<file path="src/hw/rtl/bcqs_pkg.sv">
`default_nettype none
// ----------------------------------------------------------------------------
// bcqs_pkg
// Shared types and codes of the bus command queue sequencer: the request and
// response items, the stored queue entry and the status, phase and action codes.
// ----------------------------------------------------------------------------
package bcqs_pkg;

   localparam logic [1:0] ACT_ENQUEUE  = 2'd0;
   localparam logic [1:0] ACT_POP      = 2'd1;
   localparam logic [1:0] ACT_TICK     = 2'd2;
   localparam logic [1:0] ACT_RESERVED = 2'd3;

   localparam logic [1:0] STS_EMPTY      = 2'd0;
   localparam logic [1:0] STS_PENDING    = 2'd1;
   localparam logic [1:0] STS_PROCESSING = 2'd2;
   localparam logic [1:0] STS_DONE       = 2'd3;

   localparam logic [1:0] PH_T1 = 2'd0;
   localparam logic [1:0] PH_T2 = 2'd1;
   localparam logic [1:0] PH_T3 = 2'd2;
   localparam logic [1:0] PH_T4 = 2'd3;

   localparam logic [2:0] BOP_CLOCK_ONLY = 3'd0;

   typedef struct packed {
      logic [1:0]  action;
      logic [1:0]  op_kind;
      logic [15:0] address;
      logic [7:0]  write_data;
      logic [7:0]  bus_data;
      logic        wait_is_input;
      logic        wait_level;
      logic        wait_latch;
   } req_type;

   typedef struct packed {
      logic        accepted;
      logic [1:0]  head_status;
      logic        head_data_valid;
      logic [7:0]  head_data;
      logic [2:0]  bus_op;
      logic [15:0] bus_address;
      logic [7:0]  bus_write_data;
      logic [1:0]  bus_t_state;
   } rsp_type;

   // One queue slot. The op_kind code has bit 0 set for write commands.
   typedef struct packed {
      logic [1:0]  op_kind;
      logic [15:0] address;
      logic [7:0]  write_byte;
      logic [7:0]  read_byte;
   } entry_type;

   localparam int ENTRY_W = $bits(entry_type);

endpackage
`default_nettype wire

</file>
<file path="src/hw/rtl/bcqs_req_if.sv">
`default_nettype none
// ----------------------------------------------------------------------------
// bcqs_req_if
// Request channel: valid/ready handshake carrying one command queue item.
// ----------------------------------------------------------------------------
interface bcqs_req_if;
   import bcqs_pkg::*;

   logic    valid;
   logic    ready;
   req_type data;

   modport source (output valid, output data, input ready);
   modport sink (input valid, input data, output ready);
endinterface
`default_nettype wire

</file>
<file path="src/hw/rtl/bcqs_rsp_if.sv">
`default_nettype none
// ----------------------------------------------------------------------------
// bcqs_rsp_if
// Response channel: valid/ready handshake carrying one result item.
// ----------------------------------------------------------------------------
interface bcqs_rsp_if;
   import bcqs_pkg::*;

   logic    valid;
   logic    ready;
   rsp_type data;

   modport source (output valid, output data, input ready);
   modport sink (input valid, input data, output ready);
endinterface
`default_nettype wire

</file>
<file path="src/hw/rtl/bcqs_ram.sv">
`default_nettype none
// ----------------------------------------------------------------------------
// bcqs_ram
// Simple dual-port synchronous RAM: one write port, one read port with a
// registered read. The read data holds while no read is issued.
// ----------------------------------------------------------------------------
module bcqs_ram #(
   parameter int WIDTH = 8,
   parameter int DEPTH = 8
) (
   input  wire logic                     clock,
   input  wire logic                     wr_en,
   input  wire logic [$clog2(DEPTH)-1:0] wr_addr,
   input  wire logic [WIDTH-1:0]         wr_data,
   input  wire logic                     rd_en,
   input  wire logic [$clog2(DEPTH)-1:0] rd_addr,
   output logic      [WIDTH-1:0]         rd_data
);

   logic [WIDTH-1:0] mem_ff [DEPTH];
   logic [WIDTH-1:0] rd_data_ff;

   always_ff @(posedge clock) begin
      if (wr_en) begin
         mem_ff[wr_addr] <= wr_data;
      end
      if (rd_en) begin
         rd_data_ff <= mem_ff[rd_addr];
      end
   end

   assign rd_data = rd_data_ff;

endmodule
`default_nettype wire

</file>
<file path="src/hw/rtl/bus_command_queue_sequencer_top.sv">
`default_nettype none
// ----------------------------------------------------------------------------
// bus_command_queue_sequencer_top
// Ring queue of bus commands with a T-state sequencer for the head command.
//
//   channel    direction  handshake         item
//   req_chan   in         valid/ready       action and command or bus sample
//   rsp_chan   out        valid/ready       head report and bus cycle output
//
// Each item passes through ST_IDLE and ST_EXEC: the accept in ST_IDLE issues the
// read of the head slot from the entry RAM, and ST_EXEC finishes the item and
// loads the response register. The registered read of the entry RAM sets this split.
// Reset clears pointers and phase and sets head status pending; the RAM is not cleared.
// A stalled response holds the block in ST_EXEC; an item may still be accepted
// while an earlier response waits in the output register.
// ----------------------------------------------------------------------------
module bus_command_queue_sequencer_top #(
   parameter int QUEUE_DEPTH = 8
) (
   input wire logic   clock,
   input wire logic   reset,
   bcqs_req_if.sink   req_chan,
   bcqs_rsp_if.source rsp_chan
);
   import bcqs_pkg::*;

   localparam int IDX_W = $clog2(QUEUE_DEPTH);

   typedef enum logic [1:0] {
      ST_IDLE = 2'b01,
      ST_EXEC = 2'b10
   } state_type;

   function automatic logic [IDX_W-1:0] next_idx(input logic [IDX_W-1:0] i);
      if (i == IDX_W'(QUEUE_DEPTH - 1)) begin
         return '0;
      end
      return i + 1'b1;
   endfunction

   state_type        state_ff, state_in;
   logic [IDX_W-1:0] head_ff, head_in;
   logic [IDX_W-1:0] tail_ff, tail_in;
   logic [1:0]       hstat_ff, hstat_in;
   logic [1:0]       phase_ff, phase_in;
   logic             acc_ff, acc_in;
   logic             rsp_valid_ff, rsp_valid_in;
   req_type          item_ff;
   rsp_type          rsp_ff, rsp_in;

   logic             req_fire;
   logic             exec_go;
   logic             full;
   logic             empty;
   logic             wait_hold;
   logic             wr_en;
   logic [IDX_W-1:0] wr_addr;
   entry_type        wr_word;
   entry_type        rd_word;
   entry_type        word_new;
   logic             wb_en;
   logic [1:0]       t_status;
   logic [1:0]       out_status;
   logic             out_valid;

   assign req_chan.ready = (state_ff == ST_IDLE);
   assign req_fire       = req_chan.valid && req_chan.ready;
   assign exec_go        = (state_ff == ST_EXEC) && (!rsp_valid_ff || rsp_chan.ready);
   assign full           = (next_idx(tail_ff) == head_ff);
   assign empty          = (head_ff == tail_ff);
   // T2 is stretched while the wait line is low and either sensed or driven.
   assign wait_hold      = !item_ff.wait_level && (item_ff.wait_is_input || item_ff.wait_latch);

   bcqs_ram #(
      .WIDTH (ENTRY_W),
      .DEPTH (QUEUE_DEPTH)
   ) u_entry_ram (
      .clock   (clock),
      .wr_en   (wr_en),
      .wr_addr (wr_addr),
      .wr_data (wr_word),
      .rd_en   (req_fire),
      .rd_addr (head_ff),
      .rd_data (rd_word)
   );

   // Tick on the head entry, using the slot fetched in the accept cycle; head report of every response.
   always_comb begin
      t_status = hstat_ff;
      phase_in = phase_ff;
      word_new = rd_word;
      wb_en    = 1'b0;
      rsp_in   = '0;
      if (state_ff == ST_IDLE) begin
         if (req_fire && req_chan.data.action == ACT_POP && !empty) begin
            phase_in = PH_T1;
         end
      end else if (item_ff.action == ACT_TICK) begin
         if (empty || hstat_ff == STS_DONE) begin
            phase_in = PH_T1;
         end else begin
            if (phase_ff == PH_T1) begin
               t_status = STS_PROCESSING;
            end
            rsp_in.bus_t_state = phase_ff;
            if (t_status == STS_PROCESSING) begin
               rsp_in.bus_op      = {1'b0, rd_word.op_kind} + 3'd1;
               rsp_in.bus_address = rd_word.address;
               if (!rd_word.op_kind[0]) begin
                  word_new.read_byte = item_ff.bus_data;
                  wb_en              = 1'b1;
               end else begin
                  rsp_in.bus_write_data = rd_word.write_byte;
               end
               case (phase_ff)
                  PH_T1: phase_in = PH_T2;
                  PH_T2: phase_in = wait_hold ? PH_T2 : PH_T3;
                  PH_T3: begin
                     t_status = STS_DONE;
                     phase_in = PH_T1;
                  end
                  default: phase_in = PH_T1;
               endcase
            end
         end
      end
      out_status             = empty ? STS_EMPTY : t_status;
      out_valid              = (out_status == STS_DONE) && !word_new.op_kind[0];
      rsp_in.accepted        = acc_ff;
      rsp_in.head_status     = out_status;
      rsp_in.head_data_valid = out_valid;
      rsp_in.head_data       = out_valid ? word_new.read_byte : 8'h00;
   end

   // Queue pointers, head status and the RAM write port.
   always_comb begin
      state_in = state_ff;
      head_in  = head_ff;
      tail_in  = tail_ff;
      hstat_in = hstat_ff;
      acc_in   = acc_ff;
      wr_en    = 1'b0;
      wr_addr  = head_ff;
      wr_word  = word_new;
      case (state_ff)
         ST_IDLE: begin
            if (req_fire) begin
               state_in = ST_EXEC;
               acc_in   = 1'b0;
               case (req_chan.data.action)
                  ACT_ENQUEUE: begin
                     if (!full) begin
                        wr_en              = 1'b1;
                        wr_addr            = tail_ff;
                        wr_word.op_kind    = req_chan.data.op_kind;
                        wr_word.address    = req_chan.data.address;
                        wr_word.write_byte = req_chan.data.write_data;
                        wr_word.read_byte  = 8'h00;
                        tail_in            = next_idx(tail_ff);
                        acc_in             = 1'b1;
                     end
                  end
                  ACT_POP: begin
                     // The next head has never been ticked, so it is pending.
                     if (!empty) begin
                        head_in  = next_idx(head_ff);
                        hstat_in = STS_PENDING;
                     end
                  end
                  default: begin
                  end
               endcase
            end
         end
         ST_EXEC: begin
            if (exec_go) begin
               state_in = ST_IDLE;
               if (item_ff.action == ACT_TICK && !empty) begin
                  hstat_in = t_status;
                  wr_en    = wb_en;
               end
            end
         end
         default: state_in = ST_IDLE;
      endcase
   end

   always_comb begin
      rsp_valid_in = rsp_valid_ff;
      if (exec_go) begin
         rsp_valid_in = 1'b1;
      end else if (rsp_chan.ready) begin
         rsp_valid_in = 1'b0;
      end
   end

   always_ff @(posedge clock) begin
      if (reset) begin
         state_ff     <= ST_IDLE;
         head_ff      <= '0;
         tail_ff      <= '0;
         hstat_ff     <= STS_PENDING;
         phase_ff     <= PH_T1;
         acc_ff       <= 1'b0;
         rsp_valid_ff <= 1'b0;
      end else begin
         state_ff     <= state_in;
         head_ff      <= head_in;
         tail_ff      <= tail_in;
         hstat_ff     <= hstat_in;
         phase_ff     <= (state_ff == ST_IDLE && !req_fire) ? phase_ff :
                         ((state_ff == ST_EXEC && !exec_go) ? phase_ff : phase_in);
         acc_ff       <= acc_in;
         rsp_valid_ff <= rsp_valid_in;
      end
   end

   always_ff @(posedge clock) begin
      if (req_fire) begin
         item_ff <= req_chan.data;
      end
      if (exec_go) begin
         rsp_ff <= rsp_in;
      end
   end

   assign rsp_chan.valid = rsp_valid_ff;
   assign rsp_chan.data  = rsp_ff;

endmodule
`default_nettype wire
</file>
<file path="src/flat_wrapper.sv">
// flat-port wrapper written by rule: the top's interface ports become plain ports
module bus_command_queue_sequencer_top_flat import bcqs_pkg::*;
#(
   parameter int QUEUE_DEPTH = 8
)
  (clock, reset, req_chan_valid, req_chan_data, req_chan_ready, rsp_chan_valid, rsp_chan_data, rsp_chan_ready);
  bcqs_req_if req_chan_i ();
  bcqs_rsp_if rsp_chan_i ();
  input wire logic clock;
  input wire logic reset;
  input wire logic [$bits(req_chan_i.valid)-1:0] req_chan_valid;
  input wire logic [$bits(req_chan_i.data)-1:0] req_chan_data;
  output wire logic [$bits(req_chan_i.ready)-1:0] req_chan_ready;
  output wire logic [$bits(rsp_chan_i.valid)-1:0] rsp_chan_valid;
  output wire logic [$bits(rsp_chan_i.data)-1:0] rsp_chan_data;
  input wire logic [$bits(rsp_chan_i.ready)-1:0] rsp_chan_ready;
  assign req_chan_i.valid = req_chan_valid;
  assign req_chan_i.data = req_chan_data;
  assign req_chan_ready = req_chan_i.ready;
  assign rsp_chan_valid = rsp_chan_i.valid;
  assign rsp_chan_data = rsp_chan_i.data;
  assign rsp_chan_i.ready = rsp_chan_ready;
  bus_command_queue_sequencer_top #(.QUEUE_DEPTH(QUEUE_DEPTH)) u_core (.clock(clock), .reset(reset), .req_chan(req_chan_i), .rsp_chan(rsp_chan_i));
endmodule
</file>
<file path="config.mk">
export PLATFORM = sky130hd
export DESIGN_NAME = bus_command_queue_sequencer_top_flat
export DESIGN_NICKNAME = d
export VERILOG_FILES = /design/src/hw/rtl/bcqs_pkg.sv /design/src/hw/rtl/bcqs_req_if.sv /design/src/hw/rtl/bcqs_rsp_if.sv /design/src/hw/rtl/bcqs_ram.sv /design/src/hw/rtl/bus_command_queue_sequencer_top.sv /design/src/flat_wrapper.sv
export SDC_FILE = /design/constraint.sdc
export NUM_CORES = 1
export LEC_CHECK = 0
export ABC_CLOCK_PERIOD_IN_PS = 8800
export BUFFER_PORTS_ARGS = -buffer_cell sky130_fd_sc_hd__buf_2
export CAP_MARGIN = 20
export CORE_ASPECT_RATIO = 2
export CORE_MARGIN = 2
export CORE_UTILIZATION = 55
export DETAILED_ROUTE_END_ITERATION = 10
export GPL_TIMING_DRIVEN = 0
export HOLD_SLACK_MARGIN = 0.03
export PLACE_DENSITY = 0.73
export SLEW_MARGIN = 0
export SYNTH_ARGS = -nofsm -noshare
export SYNTH_HDL_FRONTEND = slang
export SYNTH_HIERARCHICAL = 1
export SYNTH_SLANG_ARGS = --single-unit
</file>
<file path="constraint.sdc">
create_clock -name clock -period 8.8 [get_ports clock]
set_input_delay 2.64 -clock clock [delete_from_list [all_inputs] [get_ports clock]]
set_output_delay 2.64 -clock clock [all_outputs]
set_load 0.02 [all_outputs]
</file>
-- Word level (Yosys, flattened, before mapping)
Memories as Yosys holds them, arrays and structs flattened. A register that Yosys moved wholly into a read port is not among the register bits.
Index checks and enable logic that the tools add are counted.
- register bits after elaboration: 68
- RAM bits: 272
- bits of input ports: 43
- output and inout bits: 43
- word-level logic and storage cells: 151
- memories kept: 1
- add/sub/neg operators: 3
- equal/unequal tests: 19
- multiplexer cells: 68
- bitwise operators: 7
- reductions and logical operators: 33
- memory list (memory ; words ; bits a word ; rd ports ; clocked after Yosys merged registers in ; write ports ; RTL line ; text):
    u_core.u_entry_ram.mem_ff ; 8 ; 34 ; 1 ; 1 ; 1 ; bcqs_ram.sv:20 ; logic [WIDTH-1:0] mem_ff [DEPTH];
- operator list (kind ; count):
    $mux W34 ; 4
    $mux W2 ; 23
    $mux W8 ; 5
    $mux W3 ; 9
    $mux W1 ; 23
    $eq A2 B2 Y1 const B ; 6
    $pmux W2 S2 ; 3
    $logic_and A1 B1 Y1 ; 9
    $ne A2 B2 Y1 const B ; 4
    $reduce_and A4 Y1 ; 2
    $not A1 Y1 ; 7
    $add A3 B1 Y3 const B ; 2
    $eq A2 B1 Y1 const B ; 3
    $eq A3 B3 Y1 ; 2
    $eq A3 B3 Y1 const B ; 2
    $logic_not A1 Y1 ; 6
    $reduce_and A6 Y1 ; 1
    $reduce_bool A2 Y1 ; 3
    $reduce_and A5 Y1 ; 1
    $reduce_or A5 Y1 ; 1
    $logic_not A2 Y1 ; 2
    $ne A2 B1 Y1 const B ; 2
    $reduce_and A2 Y1 ; 2
    $reduce_or A4 Y1 ; 1
    other kinds (5) ; 7

-- Longest topological paths before layout
Gate-level depths: netlist (run 1).
- depth after elaboration: 14
- depth in mapped cells: 8
- depth with buffers taken out: 8

-- Hierarchy
The synthesis (run 1) kept the hierarchy.
- modules (own cells, without submodules) (module ; instances ; cells an instance ; area an instance (um^2) ; sequential area each (um^2)):
    bcqs_ram ; 1 ; 441 ; 11423.5 ; 9188.8
    bus_command_queue_sequencer_top ; 1 ; 279 ; 3519.6 ; 1901.8

-- Worst setup path after synthesis (run 1)
No wires, ideal clock.
- path kind: input-to-reg
- from: in rsp_chan_ready
- to: mem u_core/u_entry_ram/mem_ff[0][0] (netlist name) (enable)
- arrival time: 6.208 ns
- required time: 8.332 ns
- slack: 2.124 ns
- stages: 6
- path through: nand2b_1 -> or3b_2 -> or4_1 -> a21oi_1 -> nand2b_1 -> nor3_1
- cells in the longest elaborated chain, start to end: 6
- ends and longest elaborated chain (what ; RTL line ; text):
    start: declaration ; flat_wrapper.sv:16 ; input wire logic [$bits(rsp_chan_i.ready)-1:0] rsp_chan_ready;
    $logic_or A1 B1 Y1 ; bus_command_queue_sequencer_top.sv:68 ; assign exec_go = (state_ff == ST_EXEC) && (!rsp_valid_ff || rsp_chan.ready);
    $logic_and A1 B1 Y1 ; bus_command_queue_sequencer_top.sv:68 ;
    $mux W1 ; bus_command_queue_sequencer_top.sv:176 ; if (exec_go) begin
    $pmux W1 S2 ; bus_command_queue_sequencer_top.sv:145 ; case (state_ff)
    named net u_core.wr_en ; bus_command_queue_sequencer_top.sv:56 ; logic wr_en;
    $mux W1 ; bcqs_ram.sv:24 ; if (wr_en) begin
    $mux W1 (implied by the code) ; bcqs_ram.sv:25 ; mem_ff[wr_addr] <= wr_data;
    end: declaration ; bcqs_ram.sv:20 ;
The timed path passes the listed nets, and every way through them passes these cells.

-- Worst setup path in the final report (run 1)
- from: in req_chan_data[37]
- to: mem u_core/u_entry_ram/mem_ff[0][9] (netlist name) (enable)
- cells in the longest elaborated chain, start to end: 6
- elaborated cells on any way between the ends: 9
- those cells by class: 8 x mux; 1 x reduce/logical
- ends and longest elaborated chain (what ; RTL line ; text):
    start: declaration ; flat_wrapper.sv:12 ; input wire logic [$bits(req_chan_i.data)-1:0] req_chan_data;
    $logic_not A2 Y1 ; -- ;
    $mux W1 ; bus_command_queue_sequencer_top.sv:150 ; case (req_chan.data.action)
    $mux W1 ; bus_command_queue_sequencer_top.sv:147 ; if (req_fire) begin
    $pmux W1 S2 ; bus_command_queue_sequencer_top.sv:145 ;
    named net u_core.wr_en ; bus_command_queue_sequencer_top.sv:56 ;
    $mux W1 ; bcqs_ram.sv:24 ;
    $mux W1 (implied by the code) ; bcqs_ram.sv:25 ;
The timed path passes the listed nets, and every way through them passes these cells.

==> results of run 1 <==
[worst register-to-register path, delay by kind of cell, from the launching register on]
| family | cells | cell delay (ps) |
|---|---|---|
| fa+ha+maj | 2 | 460 |
| simple gates | 2 | 1220 |
| flops | 1 | 470 |
| compound gates | 1 | 590 |
| mux | 1 | 410 |
| buf+inv | 2 | 430 |
| xor+xnor | 1 | 210 |
[how the worst max path moves through the flow]
| stage | start | endpoint | slack (ps) | depth (start not counted) |
|---|---|---|---|---|
| floorplan | rsp_chan_ready | u_core/u_entry_ram/mem_ff[0][0] | 2120 | 6 |
| global placement | req_chan_data[37] | u_core/u_entry_ram/mem_ff[0][11] | -750 | 7 |
| detailed placement | req_chan_data[37] | u_core/u_entry_ram/mem_ff[0][11] | 2820 | 9 |
| CTS | req_chan_data[37] | u_core/u_entry_ram/mem_ff[0][9] | 3400 | 9 |
| global route | req_chan_data[37] | u_core/u_entry_ram/mem_ff[0][11] | 3210 | 9 |
| finish | req_chan_data[37] | u_core/u_entry_ram/mem_ff[0][9] | 3310 | 9 |
[per-stage QoR]
| step | instance area (um^2) | setup TNS [ps] |
|---|---|---|
| 6_report | 17200 | 0 |
| 5_1_grt | 17200 | 0 |
| 3_5_place_dp | 16100 | 0 |
| 2_1_floorplan | 14900 | 0 |
| 4_1_cts | 17200 | 0 |
| 3_3_place_gp | 15800 | -47700 |
[cells in the mapped netlist (3+ instances only)]
library cell               number  area, um^2
sky130_fd_sc_hd__clkbuf_1      12        45.0
sky130_fd_sc_hd__or3_1          3        18.8
sky130_fd_sc_hd__a21oi_1        5        25.0
sky130_fd_sc_hd__mux2i_1        7        70.1
sky130_fd_sc_hd__dfxtp_1       14         280
sky130_fd_sc_hd__xnor2_1        3        26.3
sky130_fd_sc_hd__nand3_1       10        50.1
sky130_fd_sc_hd__ha_1           7        87.6
sky130_fd_sc_hd__buf_2          8        40.0
sky130_fd_sc_hd__mux2_2        43         484
sky130_fd_sc_hd__inv_1          6        22.5
sky130_fd_sc_hd__nand2_1        8        30.0
sky130_fd_sc_hd__a211oi_1       8        60.1
sky130_fd_sc_hd__and2_1        20         125
sky130_fd_sc_hd__buf_12         3        60.1
sky130_fd_sc_hd__nand2b_1       7        43.8
sky130_fd_sc_hd__buf_6          6        67.6
sky130_fd_sc_hd__nor3_1         5        25.0
sky130_fd_sc_hd__xor2_1         3        26.3
sky130_fd_sc_hd__mux2_4        20         300
sky130_fd_sc_hd__o21ai_0       13        65.1
sky130_fd_sc_hd__nor2b_1        3        18.8
sky130_fd_sc_hd__buf_4          3        22.5
sky130_fd_sc_hd__mux4_2        56        1260
sky130_fd_sc_hd__a21boi_0       6        45.0
sky130_fd_sc_hd__and3_1        10        62.6
sky130_fd_sc_hd__edfxtp_1     360       10800
sky130_fd_sc_hd__nor2_1        24        90.1
sky130_fd_sc_hd__mux4_1        12         315
[cell families after synthesis]
group	Yosys count
XOR/XNOR	8
adder cells (fa/ha/maj)	7
AND/OR/NAND/NOR	102
flip-flops	374
multiplexers	138
AO/OA/AOI/OAI	50
buffers and inverters	41
[routing by layer]
metal | global-route usage [%] | part of all wire, %
met5 | 0 | 0
met4 | 7.75 | 2.6
met3 | 2.41 | 5.5
met2 | 41.6 | 56
met1 | 26.6 | 36
[sequential cells by signal (all words and copies together), names as in the netlist]
register	cells
u_core/tail_ff	3
u_core/head_ff	3
u_core/acc_ff	1
u_core/rsp_chan.valid	1
u_core/phase_ff	2
u_core/item_ff	13
u_core/u_entry_ram/rd_data	34
u_core/state_ff	2
u_core/u_entry_ram/mem_ff	272
u_core/hstat_ff	2
u_core/rsp_chan.data	41
[where the power goes]
part           internal, mW  switching (mW)  total [mW]
Combinational        0.0487          0.0843       0.133
Sequential             1.99          0.0102        2.00
Clock                 0.850           0.614        1.46
Total                  2.89           0.708        3.60
[cell type report]
class,count,area (um^2)
flip-flops and latches,374,11100
fillers,1855,9590
multi-input cells,305,3630
clock buffers,34,787
repair buffers,101,683
well taps,348,435
clock inverters,22,295
plain buffers,35,259
inverters,6,22.5
==> flow_metrics.env, run 1 <==
export IMPL_run_status="finished, final reports clean"
export IMPL_area_growth_syn_to_layout_pct=15.2
export IMPL_fin_worst_skew_ps=15.3
export IMPL_finish_net_count=903
export IMPL_postSynth_topFlopCell="sky130_fd_sc_hd__edfxtp_1"
export IMPL_post_route_drc_count=0
export IMPL_critical_path_required_ps=9080
export IMPL_worstHoldEndpoint="u_core/rsp_chan.data[40]"
export IMPL_initial_core_util_pct=55.8
export IMPL_hold_worst_slack_ps=435
export IMPL_reg2reg_to="u_core/u_entry_ram/mem_ff[0][9]"
export IMPL_grtUsageTotal_pct=22.4
export IMPL_fmaxAchievable_ghz=0.182
export IMPL_via_per_inst=6.03
export IMPL_synth_seq_area_share_pct=74.2
export IMPL_number_of_buffers_and_inverters_on_the_critical_path=4
export IMPL_placementRows=85
export IMPL_synth_xor_xnor_area_share_pct=0.569
export IMPL_drtIter0Drc=600
export IMPL_wl_mm=31.2
export IMPL_combinational_family_with_the_most_area_after_synthesis="multiplexers"
export IMPL_cp_arrival_ps=5760
export IMPL_hold_violations=0
export IMPL_synth_net_count=770
export IMPL_clock_tree_buffer_depth=3
export IMPL_grt_pass1_vias=8014
export IMPL_layout_setup_ws_ps=3310
export IMPL_place_worst_setup_slack_ps=2820
export IMPL_crit_chain="buf_2 > nor4bb_1 > o41ai_4 > clkbuf_2 > a21oi_1 > nand2b_1 > nor3_2 > buf_6 > buf_6"
export IMPL_placedCellCount=1169
export IMPL_synth_cell_area_mm2=0.0149
export IMPL_crit_family="simple AND/OR/NAND/NOR gates"
export IMPL_final_layout_size_suffix_gt1_share_pct=35.6
export IMPL_yosysWarnings=6
export IMPL_clock_insertion_delay_worst_skew_ps=570
export IMPL_worstHoldStart="u_core/acc_ff"
export IMPL_grt_first_pass_wirelength_mm=47.1
export IMPL_postSynthCellCount=720
export IMPL_crit_slowest_cell="sky130_fd_sc_hd__nor3_2"
export IMPL_worstPathMaxFanout=10
export IMPL_globalplace_congestion=0.830
export IMPL_cp_end_kind="flip-flop"
export IMPL_rsz0062_at_grt="no"
export IMPL_syn_area_per_cell_um2=20.8
export IMPL_wire_per_inst_um=25.5
export IMPL_die_height_um=237
export IMPL_die_footprint_mm2=0.0286
export IMPL_post_synth_num_cell_types=59
export IMPL_commonest_non_fill_non_tap_cells_in_the_layout="360 x sky130_fd_sc_hd__edfxtp_1, 93 x sky130_fd_sc_hd__buf_2, 56 x sky130_fd_sc_hd__mux4_2"
export IMPL_maxCapViolCount=0
export IMPL_n_antenna_cell=0
export IMPL_synth_edff_count=360
export IMPL_drtAntennaViolNets=0
export IMPL_post_cts_clock_slew_at_the_launch_and_capture_registers_of_the_worst_setup_and_hold_paths_ps=70
export IMPL_grt_start_max_net_pins=27
export IMPL_origin_of_the_critical_flop_to_flop_path="u_core/tail_ff[1]"
export IMPL_largest_voltage_drop_on_the_vdd_net_v=0.000129
export IMPL_post_dp_hpwl_mm=20.0
export IMPL_horizontal_die_dimension_um=121
export IMPL_timing_final_crit_period_ps=5490
export IMPL_cts_root_buffer_cell="sky130_fd_sc_hd__clkbuf_16"
export IMPL_power_per_cell_area_mw_per_mm2=209
export IMPL_totalPowerFinal_mw=3.60
export IMPL_via_count=7390
export IMPL_slowest_stage_delay_cp_ps=920
export IMPL_cell_with_the_most_instances_on_the_worst_path="sky130_fd_sc_hd__buf_6"
export IMPL_finalCoreUtilization_pct=64.2
export IMPL_cts_hold_buffers_added=0
export IMPL_setup_violations=0
export IMPL_drtPass1Iterations=5
export IMPL_compound_gate_portion_of_the_synthesized_area_pct=2.63
export IMPL_synth_adder_area_share_pct=0.586
export IMPL_remaining_global_route_overflow=0
export IMPL_timing_hold_worst_class="flip-flop to flip-flop"
export IMPL_r2r_setup_slk_ps=4720
export IMPL_fraction_of_registers_with_async_set_or_reset_after_synthesis_pct=0
export IMPL_timing_worst_slew_pin_value_ps=1130
export IMPL_i_o_buffers=85
export IMPL_synth_mux_area_share_pct=16.3
export IMPL_yosys_area_share_simple_pct=3.84
export IMPL_tritoncts_num_sinks=374
export IMPL_cellLeakagePower_nw=5.80
export IMPL_timing_final_max_slew_violations=0
export IMPL_final_common_cell="sky130_fd_sc_hd__edfxtp_1"
export IMPL_cts_inserted_buffers=30
export IMPL_boundaryPins=86
export IMPL_worst_r2r_cell_count=9
export IMPL_crit_path_start_kind="primary input"
export IMPL_ys_ff_latch=374
export IMPL_cts_htree_levels=1
export IMPL_instances_no_fill=1225
export IMPL_cts_repair_resized=0
export IMPL_core_area_mm2=0.0268
export IMPL_crit_type="primary input to flip-flop"
export IMPL_min_delay_path_depth=0
export IMPL_maxSlewHeadroom_pct=24.4
export IMPL_tritoncts="yes"
export IMPL_final_period_utilization_pct=62.4
export IMPL_initial_antenna_violation_count=0
export IMPL_cts_setup_buffers=0
(Power assumes the default switching activity.)
==> inputs of run 2 (changes only) <==
- ABC_CLOCK_PERIOD_IN_PS: 8800 -> 4700
- PLACE_DENSITY: 0.73 -> 0.76
- clock period: 8.8 -> 4.7 ns (I/O delays scaled with it)
==> flow_metrics.env, run 2 (synthesis gave the netlist of run 1 again) <==
export IMPL_timing_hold_worst_class="flip-flop to flip-flop"
export IMPL_post_route_drc_count=0
export IMPL_timing_final_max_slew_violations=0
export IMPL_boundaryPins=86
export IMPL_fmaxAchievable_ghz=0.249
export IMPL_cellLeakagePower_nw=5.73
export IMPL_drtPass1Iterations=5
export IMPL_wl_mm=29.5
export IMPL_worstPathMaxFanout=22
export IMPL_run_status="finished, final reports clean"
export IMPL_cp_arrival_ps=4300
export IMPL_post_dp_hpwl_mm=18.9
export IMPL_hold_worst_slack_ps=433
export IMPL_final_common_cell="sky130_fd_sc_hd__edfxtp_1"
export IMPL_drtAntennaViolNets=0
export IMPL_die_height_um=237
export IMPL_grt_start_max_net_pins=28
export IMPL_crit_chain="buf_2 > nor4bb_1 > o41ai_4 > clkbuf_2 > a21oi_1 > nand2b_1 > nor2_4 > buf_16"
export IMPL_timing_final_crit_period_ps=4020
export IMPL_via_per_inst=5.94
export IMPL_worstSetupPathDepth=8
export IMPL_grt_first_pass_wirelength_mm=45.3
export IMPL_area_growth_syn_to_layout_pct=14.3
export IMPL_rsz0062_at_grt="no"
export IMPL_tritoncts_num_sinks=374
export IMPL_number_of_buffers_and_inverters_on_the_critical_path=3
export IMPL_cts_hold_buffers_added=0
export IMPL_groute_layer_met3_usage_pct=2.43
export IMPL_r2r_setup_slk_ps=770
export IMPL_largest_voltage_drop_on_the_vdd_net_v=0.000282
export IMPL_number_of_flip_flops_under_the_largest_register_name=272
export IMPL_remaining_global_route_overflow=0
export IMPL_maxSlewHeadroom_pct=33.8
export IMPL_worst_setup_path_startpoint="req_chan_data[37]"
export IMPL_totalPowerFinal_mw=6.40
export IMPL_timing_worst_slew_pin_value_ps=993
export IMPL_fin_worst_skew_ps=14.4
export IMPL_die_footprint_mm2=0.0286
export IMPL_critical_path_required_ps=4980
export IMPL_cts_htree_levels=1
export IMPL_globalRoute_busiestLayer="met2"
export IMPL_initial_antenna_violation_count=0
export IMPL_wire_per_inst_um=24.3
export IMPL_setup_violations=0
export IMPL_global_route_usage_met1_pct=26.6
export IMPL_placedCellCount=1166
export IMPL_critical_path_endpoint="u_core/u_entry_ram/mem_ff[3][8]"
export IMPL_crit_family="simple AND/OR/NAND/NOR gates"
export IMPL_initial_core_util_pct=55.8
export IMPL_drtIter0Drc=475
export IMPL_reg2reg_to="u_core/u_entry_ram/mem_ff[6][8]"
export IMPL_globalplace_congestion=0.774
export IMPL_finish_net_count=901
export IMPL_core_area_mm2=0.0268
export IMPL_n_antenna_cell=0
export IMPL_origin_of_the_critical_flop_to_flop_path="u_core/tail_ff[1]"
export IMPL_cts_setup_buffers=0
export IMPL_grtUsageTotal_pct=21.3
export IMPL_cts_root_buffer_cell="sky130_fd_sc_hd__clkbuf_16"
export IMPL_fillCellCount=1823
export IMPL_placementRows=85
export IMPL_tritoncts="yes"
export IMPL_clock_tree_buffer_depth=3
export IMPL_hold_violations=0
export IMPL_grt_pass1_vias=7615
export IMPL_cp_end_kind="flip-flop"
export IMPL_commonest_non_fill_non_tap_cells_in_the_layout="360 x sky130_fd_sc_hd__edfxtp_1, 93 x sky130_fd_sc_hd__buf_2, 56 x sky130_fd_sc_hd__mux4_2"
export IMPL_clock_insertion_delay_worst_skew_ps=570
export IMPL_maxCapViolCount=0
export IMPL_registers_top_by_ff_count="u_core/u_entry_ram/mem_ff"
export IMPL_slowest_stage_delay_cp_ps=800
export IMPL_cts_inserted_buffers=31
export IMPL_crit_path_start_kind="primary input"
export IMPL_worst_r2r_cell_count=9
export IMPL_groute_layer_met2_usage_pct=38.6
export IMPL_horizontal_die_dimension_um=121
export IMPL_instances_no_fill=1214
export IMPL_power_per_cell_area_mw_per_mm2=375
export IMPL_final_period_utilization_pct=85.5
export IMPL_via_count=7211
export IMPL_post_cts_clock_slew_at_the_launch_and_capture_registers_of_the_worst_setup_and_hold_paths_ps=60
export IMPL_final_layout_size_suffix_gt1_share_pct=34.8
export IMPL_crit_slowest_cell="sky130_fd_sc_hd__nor2_4"
export IMPL_i_o_buffers=85
export IMPL_crit_type="primary input to flip-flop"
export IMPL_cts_repair_resized=0
==> run 2: per-stage QoR <==
stage | cell area, um^2 | setup slack [ps] | utilization [%] | TNS, ps
after floorplan | 15000 | 114 | - | 0
after global placement | 15800 | -1840 | 59.0 | -519240
after detailed placement | 16200 | 104 | 60.3 | 0
after CTS | 17100 | 706 | 63.7 | 0
after global routing | 17100 | 524 | 63.7 | 0
final | 17100 | 680 | 63.7 | 0
==> run 2: how the worst min path moves through the flow <==
| stage | start | to | slack, ps | cells after the start |
|---|---|---|---|---|
| after floorplan | u_core/acc_ff | u_core/rsp_chan.data[40] | 400 | 0 |
| after global placement | u_core/acc_ff | u_core/rsp_chan.data[40] | 410 | 0 |
| after detailed placement | u_core/acc_ff | u_core/rsp_chan.data[40] | 420 | 0 |
| after CTS | u_core/acc_ff | u_core/rsp_chan.data[40] | 440 | 0 |
| after global routing | u_core/acc_ff | u_core/rsp_chan.data[40] | 460 | 0 |
| final | u_core/acc_ff | u_core/rsp_chan.data[40] | 430 | 0 |
==> run 2: power breakdown <==
group	leakage (nW)	internal [mW]	switching, mW
Clock	0.446	1.31	1.10
Combinational	1.84	0.0916	0.156
Sequential	3.45	3.73	0.0201
==> run 2: cell type report <==
cell class	instances	area [um^2]	share of cell area, %
Buffer	35	259	1.52
Clock buffer	36	795	4.65
Clock inverter	12	116	0.681
Inverter	6	22.5	0.132
Multi-Input combinational cell	305	3650	21.4
Sequential cell	374	11100	64.9
Tap cell	348	435	2.55
Timing Repair Buffer	98	716	4.19
==> run 2: per-layer routing <==
metal | wire length [um] | vias to the layer above | part of all wire [%]
met5 | 0 | - | 0
met4 | 771 | 0 | 2.6
met3 | 1320 | 45 | 4.5
met2 | 16200 | 223 | 55
met1 | 11200 | 3745 | 38
li1 | - | 3198 | -
==> inputs of run 3 (changes only) <==
- BUFFER_PORTS_ARGS: -buffer_cell sky130_fd_sc_hd__buf_2 -> default
- DONT_BUFFER_PORTS: default -> 1
- PLACE_DENSITY: 0.76 -> 0.73
- SYNTH_HIERARCHICAL: 1 -> default
==> flow_metrics.env, run 3 <==
export IMPL_timing_final_max_slew_violations=0
export IMPL_via_per_inst=6.28
export IMPL_drtIter0Drc=689
export IMPL_worst_setup_path_startpoint="u_core.state_ff[1]"
export IMPL_final_common_cell="sky130_fd_sc_hd__edfxtp_1"
export IMPL_critical_path_required_ps=4960
export IMPL_netSwitchingFraction_pct=19.4
export IMPL_post_dp_hpwl_mm=18.9
export IMPL_rsz0062_at_grt="no"
export IMPL_globalplace_congestion=0.835
export IMPL_final_period_utilization_pct=77.9
export IMPL_critical_path_endpoint="u_core.u_entry_ram.mem_ff[6][18]"
export IMPL_post_route_drc_count=0
export IMPL_finish_net_count=802
export IMPL_area_growth_syn_to_layout_pct=12.5
export IMPL_power_sequential_fraction_pct=55.7
export IMPL_power_per_cell_area_mw_per_mm2=412
export IMPL_portion_of_total_power_attributed_to_the_clock_network_pct=41.2
export IMPL_post_synth_most_frequent_cells="360 x sky130_fd_sc_hd__edfxtp_1, 68 x sky130_fd_sc_hd__mux4_2, 61 x sky130_fd_sc_hd__mux2_2"
export IMPL_cts_inserted_buffers=31
export IMPL_cp_arrival_ps=3930
export IMPL_syn_area_per_cell_um2=20.6
export IMPL_clock_tree_buffer_depth=3
export IMPL_synth_net_count=759
export IMPL_die_footprint_mm2=0.0279
export IMPL_fillCellCount=1733
export IMPL_finalCoreUtilization_pct=62.7
export IMPL_boundaryPins=86
export IMPL_cts_setup_buffers=0
export IMPL_registers_top_by_ff_count="u_core.u_entry_ram.mem_ff"
export IMPL_slowest_stage_delay_cp_ps=630
export IMPL_largest_voltage_drop_on_the_vdd_net_v=0.000290
export IMPL_ys_top_cells_by_area="sky130_fd_sc_hd__edfxtp_1 74%, sky130_fd_sc_hd__mux4_2 11%, sky130_fd_sc_hd__mux2_2 4.7%, sky130_fd_sc_hd__dfxtp_1 1.9%, sky130_fd_sc_hd__and3_1 1.3%"
export IMPL_finalInstanceArea_mm2=0.0164
export IMPL_cts_htree_levels=1
export IMPL_number_of_flip_flops_under_the_largest_register_name=272
export IMPL_clock_insertion_delay_worst_skew_ps=560
export IMPL_cts_repair_resized=0
export IMPL_grt_pass1_vias=7549
export IMPL_i_o_buffers=0
export IMPL_drtAntennaViolNets=0
export IMPL_grt_start_max_net_pins=28
export IMPL_fin_worst_skew_ps=6.99
export IMPL_hold_worst_slack_ps=446
export IMPL_tritoncts="yes"
export IMPL_crit_type="flip-flop to flip-flop"
export IMPL_remaining_global_route_overflow=0
export IMPL_layout_setup_ws_ps=1040
export IMPL_internal_power_mw=5.44
export IMPL_synth_edff_count=360
export IMPL_synth_seq_area_share_pct=76.1
export IMPL_final_layout_size_suffix_gt1_share_pct=27.9
export IMPL_post_synth_top_area_fraction_pct=74.1
export IMPL_initial_core_util_pct=55.7
export IMPL_core_area_mm2=0.0262
export IMPL_crit_chain="inv_1 > ha_1 > nand4bb_1 > a41oi_4 > buf_6 > mux2i_1 > nand3b_1 > nor2_4 > buf_12"
export IMPL_maxCapViolCount=0
export IMPL_post_synth_num_cell_types=45
export IMPL_wire_per_inst_um=27.1
export IMPL_placementRows=84
export IMPL_synth_cell_area_mm2=0.0146
export IMPL_origin_of_the_critical_flop_to_flop_path="u_core.state_ff[1]"
export IMPL_place_worst_setup_slack_ps=550
export IMPL_tritoncts_num_sinks=374
export IMPL_worstPathMaxFanout=18
export IMPL_r2r_setup_slk_ps=1040
export IMPL_timing_final_crit_period_ps=3660
export IMPL_crit_slowest_cell="sky130_fd_sc_hd__nor2_4"
export IMPL_initial_antenna_violation_count=3
export IMPL_tns_ps=0
export IMPL_grt_first_pass_wirelength_mm=45.3
export IMPL_reg2reg_to="u_core.u_entry_ram.mem_ff[6][18]"
export IMPL_die_height_um=234
export IMPL_cts_hold_buffers_added=0
export IMPL_yosysWarnings=0
export IMPL_synth_largest_area_cell="sky130_fd_sc_hd__edfxtp_1"
export IMPL_timing_worst_slew_pin_value_ps=866
export IMPL_ys_ff_latch=374
export IMPL_worst_r2r_cell_count=9
export IMPL_wl_mm=30.3
export IMPL_horizontal_die_dimension_um=119
export IMPL_postSynthCellCount=709
export IMPL_total_switching_power_mw=1.31
export IMPL_postSynth_topFlopCell="sky130_fd_sc_hd__edfxtp_1"
export IMPL_combinational_power_share_pct=3.1
export IMPL_via_count=7031
export IMPL_fmaxAchievable_ghz=0.273
export IMPL_grtUsageTotal_pct=22.1
export IMPL_drtPass1Iterations=7
export IMPL_crit_path_start_kind="flip-flop"
export IMPL_cts_root_buffer_cell="sky130_fd_sc_hd__clkbuf_16"
export IMPL_post_cts_clock_slew_at_the_launch_and_capture_registers_of_the_worst_setup_and_hold_paths_ps=70
export IMPL_cellLeakagePower_nw=5.25
export IMPL_fraction_of_registers_with_async_set_or_reset_after_synthesis_pct=0
export IMPL_hold_violations=0
export IMPL_cp_end_kind="flip-flop"
export IMPL_run_status="finished, final reports clean"
export IMPL_post_synth_top_count_cell="sky130_fd_sc_hd__edfxtp_1"
export IMPL_commonest_non_fill_non_tap_cells_in_the_layout="360 x sky130_fd_sc_hd__edfxtp_1, 68 x sky130_fd_sc_hd__mux4_2, 61 x sky130_fd_sc_hd__mux2_2"
export IMPL_detailed_place_area_mm2=0.0153
export IMPL_setup_violations=0
export IMPL_maxSlewHeadroom_pct=42.3
export IMPL_timing_hold_worst_class="flip-flop to flip-flop"
run 3: cell count changes after synthesis, moves of 10 or more:
cell,change
sky130_fd_sc_hd__and2_1,-20
sky130_fd_sc_hd__and3_1,+20
sky130_fd_sc_hd__mux2_2,+18
sky130_fd_sc_hd__mux2_4,-20
sky130_fd_sc_hd__mux2i_1,+10
sky130_fd_sc_hd__mux4_1,-12
sky130_fd_sc_hd__mux4_2,+12
sky130_fd_sc_hd__nor2_1,+18
run 3: cell type report:
| type | count | area, um^2 | share of cell area, % |
|---|---|---|---|
| Antenna cell | 1 | 2.50 | 0.0153 |
| Buffer | 32 | 151 | 0.923 |
| Clock buffer | 32 | 779 | 4.75 |
| Clock inverter | 24 | 329 | 2.01 |
| Inverter | 9 | 33.8 | 0.206 |
| Multi-Input combinational cell | 294 | 3370 | 20.6 |
| Sequential cell | 374 | 11100 | 67.6 |
| Tap cell | 344 | 430 | 2.62 |
| Timing Repair Buffer | 10 | 208 | 1.27 |
run 3: critical path, delay by kind of cell (launching register included):
| kind | cells | cell delay (ps) |
|---|---|---|
| adder cells (fa/ha/maj) | 1 | 480 |
| AND/OR/NAND/NOR | 3 | 1210 |
| buffers and inverters | 3 | 590 |
| multiplexers | 1 | 240 |
| flip-flops | 1 | 320 |
| AO/OA/AOI/OAI | 1 | 500 |
run 3: worst min path at each step:
| stage | cells after the start | start | slack (ps) | end |
|---|---|---|---|---|
| 2_1_floorplan | 0 | u_core.acc_ff | 410 | u_core.rsp_chan.data[40] |
| 3_3_place_gp | 0 | u_core.acc_ff | 420 | u_core.rsp_chan.data[40] |
| 3_5_place_dp | 0 | u_core.acc_ff | 430 | u_core.rsp_chan.data[40] |
| 4_1_cts | 0 | u_core.acc_ff | 440 | u_core.rsp_chan.data[40] |
| 5_1_grt | 0 | u_core.acc_ff | 460 | u_core.rsp_chan.data[40] |
| 6_report | 0 | u_core.acc_ff | 450 | u_core.rsp_chan.data[40] |
run 3: per-layer routing:
layer | GRT usage, % | wire (um) | vias up
met3 | 3.55 | 1970 | 91
met2 | 39.9 | 16400 | 353
met4 | 8.97 | 1140 | 4
met5 | 0 | 23 | -
li1 | - | - | 2965
met1 | 26.2 | 10700 | 3618
run 3: cells by family after synthesis:
family	count (synthesis)	synth area share, %
XOR/XNOR	5	0.300
multiplexers	146	16.4
AO/OA/AOI/OAI	25	1.38
AND/OR/NAND/NOR	111	4.02
buffers and inverters	41	1.27
adder cells (fa/ha/maj)	7	0.601
flip-flops	374	76.1
run 3: metrics by stage:
stage | total power, mW | std cells
after floorplan | 3.97 | 709
final | 6.76 | 1120
after detailed placement | 4.05 | 1063
after global placement | 4.02 | 1053
after global routing | 6.93 | 1119
after CTS | 6.80 | 1119
run 3: power groups by stage:
stage	clock network, mW	registers (mW)	logic, mW
global placement	0	3.84	0.182
CTS	2.82	3.77	0.208
detailed placement	0	3.84	0.208
finish	2.78	3.76	0.208
global route	2.94	3.77	0.225
floorplan	0	3.83	0.139
